==> src/rtl/gssl_pkg.sv <==
// ----------------------------------------------------------------------------
// gssl_pkg: shared types and constants of the gain scheduled speed loop
// Holds the register file layout, reset values, gain bands and field widths.
// ----------------------------------------------------------------------------
package gssl_pkg;

  // Field widths.
  localparam int SpeedW = 16;               // signed Q5.10 speed
  localparam int ErrW   = SpeedW + 1;       // speed difference
  localparam int DutyW  = 14;
  localparam int DriveW = 15;               // signed saturated drive value
  localparam int LimitW = 14;
  localparam int BrakeSpeedW = 15;

  // Configuration register indexes.
  typedef enum logic [1:0] {
    REG_DRIVE_LIMIT    = 2'd0,
    REG_BRAKE_DUTY     = 2'd1,
    REG_BRAKE_SPEED    = 2'd2,
    REG_REVERSE_TARGET = 2'd3
  } reg_index_t;

  // Register reset values.
  localparam logic [LimitW-1:0]        DriveLimitRst    = 14'd1000;
  localparam logic [DutyW-1:0]         BrakeDutyRst     = 14'd700;
  localparam logic [BrakeSpeedW-1:0]   BrakeSpeedRst    = 15'd512;
  localparam logic signed [SpeedW-1:0] ReverseTargetRst = -16'sd717;

  // Error band edges in Q.10 (0.3, 0.15, 0.2).
  localparam logic signed [ErrW-1:0] BandHigh   = 17'sd307;
  localparam logic signed [ErrW-1:0] BandMid    = 17'sd154;
  localparam logic signed [ErrW-1:0] BandPosEdge = 17'sd205;

  // Twice the proportional gains; the sum is kept at a scale of 2048.
  localparam logic signed [8:0] Kp2Gain90 = 9'sd180;
  localparam logic signed [8:0] Kp2Gain70 = 9'sd140;
  localparam logic signed [8:0] Kp2Gain50 = 9'sd100;
  localparam logic signed [8:0] Kp2Gain30 = 9'sd60;

  typedef struct packed {
    logic [LimitW-1:0]        drive_limit;
    logic [DutyW-1:0]         brake_duty;
    logic [BrakeSpeedW-1:0]   brake_speed;
    logic signed [SpeedW-1:0] reverse_target;
  } cfg_t;

  typedef struct packed {
    logic signed [SpeedW-1:0] measured_speed;
    logic signed [SpeedW-1:0] target_speed;
    logic                     stop_car;
    logic                     motor_off;
    logic                     reverse_mode;
  } item_t;

  typedef struct packed {
    logic [DutyW-1:0]         forward_duty;
    logic [DutyW-1:0]         backward_duty;
    logic signed [DriveW-1:0] drive_value;
  } result_t;

endpackage

==> src/rtl/gain_scheduled_speed_loop.sv <==
// ----------------------------------------------------------------------------
// gain_scheduled_speed_loop: incremental PD speed controller with gain bands
// One request in per control tick, one duty result out per request.
// ----------------------------------------------------------------------------
//
// Channel   Dir  Handshake                Payload
// s_axis    in   s_axis_tvalid/tready     speeds and stop, off, reverse flags
// m_axis    out  m_axis_tvalid/tready     forward duty, backward duty, drive
// cfg       in   cfg_valid/cfg_ready      cfg_index selects, cfg_data value
//
// A request is captured in an input register; from there the whole tick
// (error, gain band, PD increment, brake, saturation) is worked out in one
// pass of logic and written to the result register together with the loop
// state. One request is taken every cycle while the result is not stalled.
// A stalled result holds the result register and, through it, the input
// register. Reset restores the register defaults and clears the accumulator
// and both stored errors. Configuration is always accepted and takes effect
// at once.
// ----------------------------------------------------------------------------
module gain_scheduled_speed_loop import gssl_pkg::*; (
  input  logic        clk,
  input  logic        rst,
  // Input request: [15:0] measured_speed, [31:16] target_speed,
  // [32] stop_car, [33] motor_off, [34] reverse_mode, [39:35] zero.
  input  logic        s_axis_tvalid,
  output logic        s_axis_tready,
  input  logic [39:0] s_axis_tdata,
  // Result: [13:0] forward_duty, [27:14] backward_duty,
  // [42:28] drive_value, [47:43] zero.
  output logic        m_axis_tvalid,
  input  logic        m_axis_tready,
  output logic [47:0] m_axis_tdata,
  // Register writes.
  input  logic        cfg_valid,
  output logic        cfg_ready,
  input  logic [1:0]  cfg_index,
  input  logic [15:0] cfg_data
);

  cfg_t                     cfg;
  item_t                    item;
  logic                     item_valid;
  result_t                  result;
  result_t                  result_next;
  logic signed [DriveW-1:0] acc;
  logic signed [ErrW-1:0]   error_prev;
  logic signed [ErrW-1:0]   error_prev2;
  logic signed [ErrW-1:0]   error_new;
  logic                     out_free;
  logic                     advance;
  reg_index_t               index;

  assign index     = reg_index_t'(cfg_index);
  assign cfg_ready = 1'b1;

  // The result slot frees when empty or when its result is taken.
  assign out_free      = !m_axis_tvalid || m_axis_tready;
  assign advance       = item_valid && out_free;
  assign s_axis_tready = !item_valid || out_free;

  always_ff @(posedge clk) begin
    if (rst) begin
      cfg.drive_limit    <= DriveLimitRst;
      cfg.brake_duty     <= BrakeDutyRst;
      cfg.brake_speed    <= BrakeSpeedRst;
      cfg.reverse_target <= ReverseTargetRst;
    end else if (cfg_valid) begin
      case (index)
        REG_DRIVE_LIMIT:    cfg.drive_limit    <= cfg_data[LimitW-1:0];
        REG_BRAKE_DUTY:     cfg.brake_duty     <= cfg_data[DutyW-1:0];
        REG_BRAKE_SPEED:    cfg.brake_speed    <= cfg_data[BrakeSpeedW-1:0];
        REG_REVERSE_TARGET: cfg.reverse_target <= $signed(cfg_data[SpeedW-1:0]);
        default:            ;
      endcase
    end
  end

  // Input register.
  always_ff @(posedge clk) begin
    if (rst) begin
      item_valid <= 1'b0;
    end else if (s_axis_tready) begin
      item_valid <= s_axis_tvalid;
    end
    if (s_axis_tvalid && s_axis_tready) begin
      item.measured_speed <= $signed(s_axis_tdata[15:0]);
      item.target_speed   <= $signed(s_axis_tdata[31:16]);
      item.stop_car       <= s_axis_tdata[32];
      item.motor_off      <= s_axis_tdata[33];
      item.reverse_mode   <= s_axis_tdata[34];
    end
  end

  gssl_update u_update (
    .item        (item),
    .cfg         (cfg),
    .acc         (acc),
    .error_prev  (error_prev),
    .error_prev2 (error_prev2),
    .error_new   (error_new),
    .result      (result_next)
  );

  // Loop state and result register. The errors hold while stopping.
  always_ff @(posedge clk) begin
    if (rst) begin
      m_axis_tvalid <= 1'b0;
      acc           <= '0;
      error_prev    <= '0;
      error_prev2   <= '0;
    end else begin
      if (out_free) begin
        m_axis_tvalid <= item_valid;
      end
      if (advance) begin
        acc <= result_next.drive_value;
        if (!item.stop_car) begin
          error_prev2 <= error_prev;
          error_prev  <= error_new;
        end
      end
    end
    if (advance) begin
      result <= result_next;
    end
  end

  assign m_axis_tdata = {5'd0, result.drive_value, result.backward_duty, result.forward_duty};

endmodule

==> src/rtl/gssl_update.sv <==
// ----------------------------------------------------------------------------
// gssl_update: one control tick of the gain scheduled PD loop
// Combinational step from the held item and loop state to the new state.
// ----------------------------------------------------------------------------
module gssl_update import gssl_pkg::*; (
  input  item_t                    item,
  input  cfg_t                     cfg,
  input  logic signed [DriveW-1:0] acc,
  input  logic signed [ErrW-1:0]   error_prev,
  input  logic signed [ErrW-1:0]   error_prev2,
  output logic signed [ErrW-1:0]   error_new,
  output result_t                  result
);

  logic signed [ErrW-1:0] target_eff;
  logic signed [ErrW-1:0] speed_x;
  logic signed [8:0]      kp2;
  logic signed [18:0]     dd;
  logic signed [20:0]     d_term;
  logic signed [25:0]     p_term;
  logic signed [27:0]     sum;
  logic                   round_up;
  logic signed [16:0]     quot;
  logic                   brake_on;
  logic signed [16:0]     acc_pre;
  logic signed [16:0]     lim;
  logic signed [16:0]     acc_sat;
  logic signed [DriveW-1:0] acc_new;
  logic signed [DriveW-1:0] acc_neg;

  always_comb begin
    speed_x    = ErrW'(item.measured_speed);
    target_eff = item.reverse_mode ? ErrW'(cfg.reverse_target) : ErrW'(item.target_speed);
    error_new  = target_eff - speed_x;

    // Gain bands; a negative target always takes the low gain.
    if (target_eff < 0) begin
      kp2 = Kp2Gain30;
    end else if (error_new <= -BandHigh) begin
      kp2 = Kp2Gain90;
    end else if (error_new <= -BandMid) begin
      kp2 = Kp2Gain70;
    end else if (error_new <= 0) begin
      kp2 = Kp2Gain30;
    end else if (error_new > BandPosEdge) begin
      kp2 = Kp2Gain50;
    end else begin
      kp2 = Kp2Gain30;
    end

    dd     = 19'(error_new) - (19'(error_prev) <<< 1) + 19'(error_prev2);
    d_term = 21'(dd) + (21'(dd) <<< 1);
    p_term = 26'(kp2) * 26'(error_new);
    sum    = (28'(acc) <<< 11) + 28'(p_term) + 28'(d_term);

    // Divide by 2048 with truncation toward zero.
    round_up = sum[27] && (|sum[10:0]);
    quot     = 17'(sum >>> 11) + {16'd0, round_up};

    brake_on = $signed({item.measured_speed[SpeedW-1], item.measured_speed})
               > $signed({2'b00, cfg.brake_speed});

    if (item.motor_off) begin
      acc_pre = '0;
    end else if (item.stop_car) begin
      acc_pre = brake_on ? -$signed({3'b000, cfg.brake_duty}) : 17'sd0;
    end else begin
      acc_pre = quot;
    end

    lim = $signed({3'b000, cfg.drive_limit});
    if (acc_pre >= lim) begin
      acc_sat = lim;
    end else if (acc_pre <= -lim) begin
      acc_sat = -lim;
    end else begin
      acc_sat = acc_pre;
    end

    acc_new = acc_sat[DriveW-1:0];
    acc_neg = -acc_new;
    result.drive_value   = acc_new;
    result.forward_duty  = (acc_new > 0) ? acc_new[DutyW-1:0] : '0;
    result.backward_duty = (acc_new < 0) ? acc_neg[DutyW-1:0] : '0;
  end

endmodule
==> config.mk <==
export PLATFORM = sky130hd
export DESIGN_NAME = gain_scheduled_speed_loop
export DESIGN_NICKNAME = d
export VERILOG_FILES = /design/src/rtl/gssl_pkg.sv /design/src/rtl/gain_scheduled_speed_loop.sv /design/src/rtl/gssl_update.sv
export SDC_FILE = /design/constraint.sdc
export NUM_CORES = 1
export LEC_CHECK = 0
export ABC_CLOCK_PERIOD_IN_PS = 37700
export BUFFER_PORTS_ARGS = -buffer_cell sky130_fd_sc_hd__buf_2
export CAP_MARGIN = 15
export CORE_ASPECT_RATIO = 0.8
export CORE_MARGIN = 2
export CORE_UTILIZATION = 48
export CTS_CLUSTER_DIAMETER = 150
export DETAILED_ROUTE_END_ITERATION = 8
export PLACE_DENSITY = 0.73
export RECOVER_POWER = 25
export SYNTH_ARGS = -nofsm -noshare
export SYNTH_HDL_FRONTEND = slang
export SYNTH_SLANG_ARGS = --single-unit
==> constraint.sdc <==
create_clock -name clk -period 37.7 [get_ports clk]
set_clock_uncertainty 0.1 [all_clocks]
set_input_delay 5.655 -clock clk [delete_from_list [all_inputs] [get_ports clk]]
set_output_delay 5.655 -clock clk [all_outputs]
set_load 0.02 [all_outputs]
Word level (Yosys, flattened, before mapping)
Index checks and enable logic that the tools add are counted.
- reductions and logical operators: 14
- magnitude comparators: 10
- add/subtract/negate cells: 10
- muxes and demuxes: 11
- eq/ne operators: 3
- multiply operators: 1
- bitwise operators: 1
- operators by type and width (operator ; number):
    17-bit 2-to-1 mux ; 4
    9-bit 2-to-1 mux ; 4
    14-bit negator with 17-bit output ; 2
    15-bit 2-to-1 mux ; 2
    27-bit by 21-bit adder with 28-bit output ; 1
    26-bit by 26-bit adder with 27-bit output ; 1
    9-bit by 17-bit multiplier with 26-bit output ; 1
    19-bit by 20-bit adder with 21-bit output ; 1
    19-bit by 17-bit adder with 19-bit output ; 1
    17-bit by 18-bit subtractor with 19-bit output ; 1
    17-bit by 1-bit adder with 17-bit output ; 1
    17-bit by 15-bit >= comparator with 1-bit output ; 1
    17-bit by 9-bit > comparator with 1-bit output, second input constant ; 1
    17-bit by 1-bit <= comparator with 1-bit output, second input constant ; 1
    17-bit by 10-bit <= comparator with 1-bit output, second input constant ; 1
    17-bit <= comparator ; 1
    17-bit by 9-bit <= comparator with 1-bit output, second input constant ; 1
    17-bit by 1-bit < comparator with 1-bit output, second input constant ; 1
    17-bit by 16-bit subtractor with 17-bit output ; 1
    16-bit > comparator ; 1
    15-bit by 1-bit > comparator with 1-bit output, second input constant ; 1
    15-bit by 1-bit < comparator with 1-bit output, second input constant ; 1
    14-bit negator ; 1
    11-bit OR reduction ; 1
    other kinds (9) ; 18
- logic and storage cells: 67
- register bits: 188
- input bits: 63
- output and inout port bits: 51

Logic depth before layout (Yosys ltp)
Gate-level depths: netlist (run 1).
- depth in word-level cells: 20
- depth in mapped cells: 72
- gate-level depth less buffers: 67

Cells and area by module
A second synthesis (run 1) with hierarchy kept.
- cells, all modules: 2060
- area, all modules: 18149.9 µm²
- modules (own cells, without submodules) (module ; area an instance (µm²) ; cells an instance ; sequential area each (µm²) ; instances):
    gssl_update ; 11613.6 ; 1505 ; 0.0 ; 1
    gain_scheduled_speed_loop ; 6536.3 ; 555 ; 4544.4 ; 1

Worst setup path before layout (run 1)
Ideal clock, no wire load.
- path kind: register to register
- start point: reg, netlist name item[0]
- end point: reg result (netlist bit m_axis_tdata[26]) (data pin)
- required time: 37.334 ns
- setup time: 0.266 ns
- stages on the path, launching flop included: 65
- buffers on the path: 6
- setup slack: 22.154 ns
- clock period less this slack: 15.546 ns
- arrival time: 15.180 ns
- cell sequence: edfxtp_1 clkbuf_1 buf_1 mux2i_1 ha_1 inv_1 fa_1 a21o_1 a21oi_1 o21ai_0 a21oi_1 o21ai_0 a21oi_1 o21ai_0 a21oi_1 o21bai_1 a21oi_1 xor2_1 [29 not listed] ha_1 a31oi_1 nor2b_1 o21a_1 a311oi_1 o21ai_1 o22ai_1 o21ai_2 buf_2 buf_2 a211oi_1 mux2i_1 ha_1 inv_1 or4b_1 nor4_4 xor2_1 nor2_1
- word-level cells in the longest chain between the ends: 20
- elaborated cells between the ends (all ways): 29
- classes of those cells: 8 x add/sub; 1 x mul; 8 x order compare; 10 x mux; 2 x reduce/logical
- ends and longest elaborated chain (what ; RTL line ; text):
    17-bit 2-to-1 mux (*) ; gssl_update.sv:33 ; target_eff = item.reverse_mode ? ErrW'(cfg.reverse_target) : ErrW'(item.target_speed);
    17-bit by 16-bit subtractor with 17-bit output ; gssl_update.sv:34 ; error_new = target_eff - speed_x;
    17-bit by 9-bit > comparator with 1-bit output ; gssl_update.sv:45 ; end else if (error_new > BandPosEdge) begin
    7-bit 2-to-1 mux ; gssl_update.sv:45 ;
    9-bit 2-to-1 mux ; gssl_update.sv:43 ; end else if (error_new <= 0) begin
    9-bit 2-to-1 mux ; gssl_update.sv:41 ; end else if (error_new <= -BandMid) begin
    9-bit 2-to-1 mux ; gssl_update.sv:39 ; end else if (error_new <= -BandHigh) begin
    9-bit 2-to-1 mux ; gssl_update.sv:37 ; if (target_eff < 0) begin
    [4 not listed] ; -- ;
    1-bit logical AND ; gssl_update.sv:57 ; round_up = sum[27] && (|sum[10:0]);
    17-bit by 1-bit adder with 17-bit output (*) ; gssl_update.sv:58 ; quot = 17'(sum >>> 11) + {16'd0, round_up};
    17-bit 2-to-1 mux (*) ; gssl_update.sv:65 ; end else if (item.stop_car) begin
    17-bit 2-to-1 mux (*) ; gssl_update.sv:63 ; if (item.motor_off) begin
    17-bit <= comparator ; gssl_update.sv:74 ; end else if (acc_pre <= -lim) begin
    15-bit 2-to-1 mux ; gssl_update.sv:74 ;
    15-bit 2-to-1 mux (*) ; gssl_update.sv:72 ; if (acc_pre >= lim) begin
    14-bit negator or 15-bit by 1-bit < comparator with 1-bit output (tied branches) ; gssl_update.sv:81, gssl_update.sv:84 ;
    end signal, assigned ; gain_scheduled_speed_loop.sv:124 ; result <= result_next;
    end, declared ; gain_scheduled_speed_loop.sv:43 ; result_t result;
Mark *: on every way between the ends. The rest lies on a longest branch, timed or not.
A chain may end at the register's enable or synchronous reset.

==> metrics, run 1 <==
initial antenna violation count=0; mapped cell area=between 0.015 and 0.02 mm2; Post-CTS Setup Bufs=0; # Max-Cap Violations=2; vias in the first global route=14900; Final Hold Slack=0.356 ns; clk slew on worst S/H paths=0.07 ns; worst slew pin tran=4.82 ns; post-route cell area=0.0200 mm2; Tmin final=18.48 ns; Die X=223 um; crit-path max FO=17; clock sink count=188; fin nets=2597; Avg Cell Area, Syn=8.52 um2; Final setup viols=0; Area Growth Syn to Fin=8.19%; number of remaining DRC errors=0; most frequent CP cell=a21oi_1; I/O pin cnt=114; DP HPWL=38.8 mm; Crit Path Category=reg2reg; Layout fillers=3443; clock buffer depth=2; Via Count=15500; DR WL/cell=~18 um; post-synthesis cell type count=around 110; first-pass GRT wire length=78.1 mm; largest net degree at the start of global routing=approximately 110; pre-CTS WS=19.64 ns; Clock Tree Root=clkbuf_16; post-CTS resize count=0; Startpoint Class=flop; run status=complete, but fails checks; setup TNS=0 ns; max_slew headroom=-221%; Cells after Synth=2166; GR Overflow Total=0; fin worst setup slack=19.22 ns; CTS tree=done; crit path DAT=18.59 ns; Rows=64; htree depth=4; most common cell after layout, fill and taps aside=inv_1; Seq cells post-synth=roughly 190; initial detailed-routing violation count=1364; sequential share of the synthesized area=24.6%; Top FF cell, synth=dfxtp_1; Post-synth EDFFs=between 70 and 80; clk_lat worst skew=0.47 ns; Placed Area=just under 0.02 mm2; Max Fclk=54.1 MHz; Worst setup EP type=flop; Diodes inserted=0; RSZ-0062 raised after global routing=no; failing checks=max-capacitance violations, max-slew violations; fin. max-slew vios=147; CP max-delay cell=edfxtp_1; routability cong.=roughly 1; CP max stage delay=0.86 ns; Starting Density=about half; register area=0.00454 mm2; TritonCTS Buffers=17; async set or reset register ratio after synthesis=0%; commonest non-fill, non-tap cells in the layout=333 x inv_1, 240 x nand2_1, 210 x nor2_1, 160 x ha_1, 146 x fa_1; YS warnings=0; share of layout cells above drive strength 1=between 10% and 20%; post-route ant nets=0; Tot GR Track Use=24.8%; Final Hold Fails=0; CTS Hold Buffers Added=0; port bufs=102; worst min path class=reg2reg; multi-input logic area=0.0123 mm2; die height=179 um; Req. time, crit path=between 30 and 40 ns; core box area=0.0380 mm2; Final period util=49.0%; die area=roughly 0.04 mm2; Pre-Repair DR Iteration Count=6; WL final=around 49 mm; Vias per Instance=~5.7
cell usage after synthesis, drive strengths merged (18+ instances only):
cell type / instances / area, um2
xnor2: 53 / 479
ha: 160 / 2000
nor4: 19 / 174
dfxtp: 110 / 2200
edfxtp: 78 / 2340
xor2: 25 / 219
and2: 29 / 185
a21o: 18 / 135
o21ai: 60 / 304
a211oi: 25 / 198
nand2: 241 / 907
buf: 25 / 160
nand3: 31 / 160
o211ai: 18 / 135
nand3b: 23 / 173
clkbuf: 64 / 240
a21oi: 142 / 726
nor2: 211 / 795
fa: 146 / 2920
inv: 336 / 1260
a2111oi: 19 / 191
nand2b: 20 / 125
nor3: 55 / 275
registers in the layout (all words and copies together) (netlist names):
register,cells
error_prev2,17
acc,15
error_prev,17
item,35
item_valid,1
m_axis_tvalid,1
cfg,59
m_axis_tdata,43
worst max-delay path: cells and delay by family (launching register included):
kind                     cells  cell delay [ns]
AND/OR/NAND/NOR             18             6.05
multiplexers                 2             0.50
buffers and inverters        7             0.76
AO/OA/AOI/OAI               21             5.00
XOR/XNOR                     2             0.36
adder cells (fa/ha/maj)     12             4.53
flip-flops                   1             0.86
routing by layer:
| metal | part of all wire [%] | up-vias | GRT usage, % | routed length, um |
|---|---|---|---|---|
| met5 | 0 | - | 0 | 0 |
| met3 | 9.0 | 50 | 5.76 | 4380 |
| met1 | 46 | 7404 | 35.6 | 22300 |
| met2 | 44 | 599 | 38.0 | 21100 |
| met4 | 1.4 | 0 | 5.93 | 703 |
| li1 | - | 7403 | - | - |
cell families after synthesis:
logic type	after synthesis	share of synthesized area (%)
buf+inv	426	9.03
simple gates	741	19.6
flops	188	24.6
compound gates	398	14.6
other cells	2	0.0407
fa+ha+maj	306	26.7
mux	27	1.62
xor+xnor	78	3.78
path summary, 6_finish.rpt:
| kind | start | end | slack (ns) | depth (start not counted) |
|---|---|---|---|---|
| max | item[0]$_DFFE_PP_ | m_axis_tdata[26]$_SDFFCE_PN0P_ | 19.22 | 62 |
| min | cfg[3]$_SDFFE_PP0P_ | cfg[3]$_SDFFE_PP0P_ | 0.36 | 2 |
| max reg2reg | item[0]$_DFFE_PP_ | m_axis_tdata[26]$_SDFFCE_PN0P_ | 19.22 | 62 |
| min reg2reg | cfg[3]$_SDFFE_PP0P_ | cfg[3]$_SDFFE_PP0P_ | 0.36 | 2 |
layout make-up:
type	instances	area share [%]
Clock buffer	17	2.13
Clock inverter	14	0.771
Inverter	337	6.34
Multi-Input combinational cell	1559	61.5
Sequential cell	188	22.8
Tap cell	495	3.10
Timing Repair Buffer	125	3.38
stage by stage:
step	utilization, %	instances
after floorplan	-	2173
after global placement	51.0	2704
after detailed placement	51.0	2704
after CTS	52.5	2735
after global routing	52.5	2735
final	52.5	2735
Power of run 1 is not shown: default switching activity piles up to over one toggle a cycle in this logic, so the estimate is an artifact.
==> run 2: changes to the inputs <==
ABC_CLOCK_PERIOD_IN_PS = 19300   (was 37700)
clock period = 19.3 ns   (was 37.7 ns; I/O delays follow)
==> run 2 against run 1 <==
Compared with the run above: the run still ends with max-capacitance violations, max-slew violations left; highest routed layer is now met5; critical path depth fell by 4; global-route usage increased by 0.51 points; via count decreased by 0.10%; non-clock buffer count is 3 higher; wire length rose by 2.0%; die area is the same; critical endpoint unchanged.
==> metrics, run 2 (synthesis gave the netlist of run 1 again) <==
I/O pin cnt=114; setup TNS=0 ns; Via Count=15400; DR WL/cell=18.1 um; register area=0.00454 mm2; initial antenna violation count=1; die height=179 um; Diodes inserted=0; Startpoint Class=flop; CTS tree=done; post-route ant nets=0; Die X=223 um; worst slew pin tran=4.71 ns; Area Growth Syn to Fin=8.27%; worst min path class=reg2reg; share of layout cells above drive strength 1=10.3%; Post-CTS Setup Bufs=0; Tot GR Track Use=between 20% and 30%; Crit Path Category=reg2reg; # Max-Cap Violations=1; Tmin final=roughly 18 ns; most frequent CP cell=a21oi_1; routability cong.=0.945; max_slew headroom=-214%; number of remaining DRC errors=0; DP HPWL=39.7 mm; most common cell after layout, fill and taps aside=inv_1; Final period util=92.2%; initial detailed-routing violation count=1203; core box area=roughly 0.038 mm2; Core Util, Final=52.5%; Req. time, crit path=around 19 ns; failing checks=max-capacitance violations, max-slew violations; crit path DAT=about 18 ns; CP max-delay cell=a211oi_1; Starting Density=48.5%; multi-input logic area=approximately 0.012 mm2; Worst R2R Start=item[0]$_DFFE_PP_; clock buffer depth=2; commonest non-fill, non-tap cells in the layout=333 x inv_1, 240 x nand2_1, 210 x nor2_1, 160 x ha_1, 146 x fa_1; largest net degree at the start of global routing=between 100 and 150; CTS Hold Buffers Added=0; first-pass GRT wire length=79.3 mm; flop-to-flop setup slack=1.51 ns; die area=0.0400 mm2; htree depth=4; Clock Tree Root=clkbuf_16; Pre-Repair DR Iteration Count=5; R2R depth=58; hold_sp=cfg[30]$_SDFFE_PP0P_; register with the most flip-flops=cfg; clk slew on worst S/H paths=0.08 ns; Max Fclk=56.2 MHz; CP max stage delay=0.72 ns; vias in the first global route=14900; WL final=49.5 mm; Layout fillers=about 3500; fin nets=2600; RSZ-0062 raised after global routing=no; run status=complete, but fails checks; clk_lat worst skew=roughly 0.45 ns; clock sink count=188; hold path depth=2; Final Hold Fails=0; crit-path max FO=14; Worst Hold Endpoint=cfg[30]$_SDFFE_PP0P_; port bufs=102; post-CTS resize count=0; Worst setup EP type=flop; max reg flops=59; Final setup viols=0; fin. max-slew vios=111; TritonCTS Buffers=17; Vias per Instance=5.64; worst reg2reg path endpoint=m_axis_tdata[26]$_SDFFCE_PN0P_; GR Overflow Total=0; Rows=64
[run 2: stage by stage]
stage	instances	cell area (um2)	hold slack (ns)	worst slack, ns
after detailed placement	2704	19400	0.347	1.67
after global placement	2704	19400	0.341	1.96
after floorplan	2173	18500	0.332	3.75
after global routing	2739	20000	0.382	0.366
final	2739	20000	0.357	1.51
after CTS	2736	20000	0.359	1.58
[run 2: cell type report]
| type | count | share of cell area (%) |
|---|---|---|
| Clock buffer | 19 | 2.17 |
| Tap cell | 495 | 3.10 |
| Timing Repair Buffer | 128 | 3.55 |
| Inverter | 337 | 6.33 |
| Sequential cell | 188 | 22.7 |
| Clock inverter | 13 | 0.645 |
| Multi-Input combinational cell | 1559 | 61.5 |
[run 2: worst max path at each step]
stage	from	end	slack (ns)	cells past startpoint
floorplan	item[0]$_DFFE_PP_	m_axis_tdata[26]$_SDFFCE_PN0P_	3.75	64
global placement	item[0]$_DFFE_PP_	m_axis_tdata[26]$_SDFFCE_PN0P_	1.96	56
detailed placement	item[0]$_DFFE_PP_	m_axis_tdata[26]$_SDFFCE_PN0P_	1.67	54
CTS	item[0]$_DFFE_PP_	m_axis_tdata[26]$_SDFFCE_PN0P_	1.58	54
global route	item[0]$_DFFE_PP_	m_axis_tdata[26]$_SDFFCE_PN0P_	0.37	64
finish	item[0]$_DFFE_PP_	m_axis_tdata[26]$_SDFFCE_PN0P_	1.51	58
[run 2: per-layer routing]
metal | up-vias | wire [um] | GRT usage (%)
li1 | 7409 | - | -
met1 | 7386 | 22500 | 35.8
met2 | 586 | 21600 | 39.0
met3 | 57 | 4600 | 6.47
met4 | 2 | 764 | 6.01
met5 | - | 13 | 0
[run 2: critical path, delay by kind of cell, from the launching register on]
family	cells	cell delay, ns
buffers and inverters	7	0.60
XOR/XNOR	3	0.46
multiplexers	1	0.24
flip-flops	1	0.58
AO/OA/AOI/OAI	24	6.58
AND/OR/NAND/NOR	13	4.75
adder cells (fa/ha/maj)	10	4.21
Power of run 2 is left out for the same reason.
==> run 3: changes to the inputs <==
BUFFER_PORTS_ARGS = unset   (was -buffer_cell sky130_fd_sc_hd__buf_2)
DONT_BUFFER_PORTS = 1   (was unset)
PLACE_DENSITY = 0.71   (was 0.73)
==> run 3 against run 2 <==
Compared with the run above: the run now ends clean; critical path type unchanged; highest routed layer unchanged; critical endpoint is now m_axis_tdata[25]$_SDFFCE_PN0P_; maximum frequency down 0.64%; first-iteration DRC count down 7.5%; clock-buffer cell count unchanged.
==> metrics, run 3 (synthesis gave the netlist of run 1 again) <==
CP max-delay cell=a211oi_1; Diodes inserted=0; number of remaining DRC errors=0; Rows=64; fin. max-slew vios=0; # Max-Cap Violations=0; fin worst setup slack=1.39 ns; Via Count=15100; CP max stage delay=0.74 ns; I/O pin cnt=114; hold path depth=2; Tmin final=17.91 ns; Starting Density=48.5%; Final period util=92.8%; run status=complete, no violations; R2R depth=61; fin nets=roughly 2500; TritonCTS Buffers=17; initial antenna violation count=1; initial detailed-routing violation count=1113; commonest non-fill, non-tap cells in the layout=333 x inv_1, 240 x nand2_1, 210 x nor2_1, 160 x ha_1, 146 x fa_1; Max Fclk=between 50 and 60 MHz; Crit Path Category=reg2reg; Area Growth Syn to Fin=5.83%; Req. time, crit path=about 19 ns; core box area=between 0.03 and 0.04 mm2; die area=between 0.04 and 0.05 mm2; Layout fillers=3554; crit path DAT=18.02 ns; crit-path max FO=31; clock sink count=188; routability cong.=0.987; Top delay family on crit path=compound AO/OA/AOI/OAI gates; GR Overflow Total=0; clock buffer depth=2; Worst Hold Endpoint=cfg[21]$_SDFFE_PP0P_; htree depth=4; WL final=48.7 mm; setup TNS=0 ns; DP HPWL=just under 40 mm; register with the most flip-flops=cfg; post-route ant nets=0; CTS tree=done; clk_lat worst skew=0.46 ns; CTS Hold Buffers Added=0; placed cell count=2602; clk slew on worst S/H paths=0.08 ns; Die X=223 um; max reg flops=59; worst min path class=reg2reg; die height=roughly 180 um; vias in the first global route=about 14000; non-filler instance count after layout=2642; Final setup viols=0; pre-CTS WS=~1.4 ns; first-pass GRT wire length=77.5 mm; flop-to-flop setup slack=1.39 ns; Worst R2R Start=item[0]$_DFFE_PP_; worst reg2reg path endpoint=m_axis_tdata[25]$_SDFFCE_PN0P_; Worst Path Buf+Inv=8; Clock Tree Root=clkbuf_16; RSZ-0062 raised after global routing=no; Vias per Instance=roughly 5.7; port bufs=0; Final Hold Fails=0; Startpoint Class=flop; hold_sp=cfg[21]$_SDFFE_PP0P_; largest net degree at the start of global routing=~110; max_slew headroom=32.7%; Tot GR Track Use=24.8%; DR WL/cell=roughly 18 um; most common cell after layout, fill and taps aside=inv_1; Worst setup EP type=flop; worst slew pin tran=1.01 ns; Pre-Repair DR Iteration Count=6; share of layout cells above drive strength 1=between 6 and 7%
==> run 3: cell count changes in the layout (fill, tap and decap cells not counted), moves of 3 or more <==
cell,previous run,this run
clkbuf_1,6,3
buf_2,98,0
inv_6,2,6
buf_4,23,28
==> run 3: timing repair <==
| item | 4_1_cts | 5_1_grt |
|---|---|---|
| setup endpoints to repair | 0 | 7 |
| setup buffers | 0 | 7 |
| gates resized for setup | 0 | 0 |
==> run 3: cell type report <==
type                    count  area, um2  area share, %
flip-flops and latches    188       4540           23.3
clock inverters            13        148          0.756
clock buffers              19        433           2.22
multi-input cells        1559      12300           62.9
repair buffers             31        241           1.24
well taps                 495        619           3.17
inverters                 337       1260           6.48
==> run 3: worst max path at each step <==
stage / startpoint / endpoint / slack (ns) / depth (start not counted)
2_1_floorplan: item[0]$_DFFE_PP_ / m_axis_tdata[26]$_SDFFCE_PN0P_ / 3.75 / 64
3_3_place_gp: item[0]$_DFFE_PP_ / m_axis_tdata[25]$_SDFFCE_PN0P_ / 1.69 / 60
3_5_place_dp: item[0]$_DFFE_PP_ / m_axis_tdata[24]$_SDFFCE_PN0P_ / 1.39 / 61
4_1_cts: item[0]$_DFFE_PP_ / m_axis_tdata[24]$_SDFFCE_PN0P_ / 1.36 / 61
5_1_grt: item[0]$_DFFE_PP_ / m_axis_tdata[26]$_SDFFCE_PN0P_ / 0.28 / 64
6_report: item[0]$_DFFE_PP_ / m_axis_tdata[25]$_SDFFCE_PN0P_ / 1.39 / 61
==> run 3: worst register-to-register path, delay by kind of cell (launching register included) <==
kind                       cells  cell delay (ns)
xor gates and xnor gates       3             0.51
DFF                            1             0.42
buffers and inverters          8             1.00
muxes                          1             0.16
AOI/OAI and AO/OA             24             6.81
adders and majority gates     10             4.34
and+or+nand+nor               15             4.34
==> run 3: per-layer routing <==
layer / up-vias / routed length (um) / track usage [%]
met4: 2 / 769 / 5.51
met3: 69 / 4500 / 7.78
met5: - / 12 / 0
li1: 7222 / - / -
met2: 520 / 21000 / 37.7
met1: 7255 / 22400 / 34.7
==> run 3: metrics by stage <==
step                      utilization, %  hold slack (ns)  cell area (um2)
after floorplan                        -            0.332            18500
after global placement              49.6            0.339            18900
after detailed placement            49.6            0.341            18900
after CTS                           51.2            0.351            19500
after global routing                51.3            0.372            19500
final                               51.3            0.350            19500
Power of run 3 is left out for the same reason.
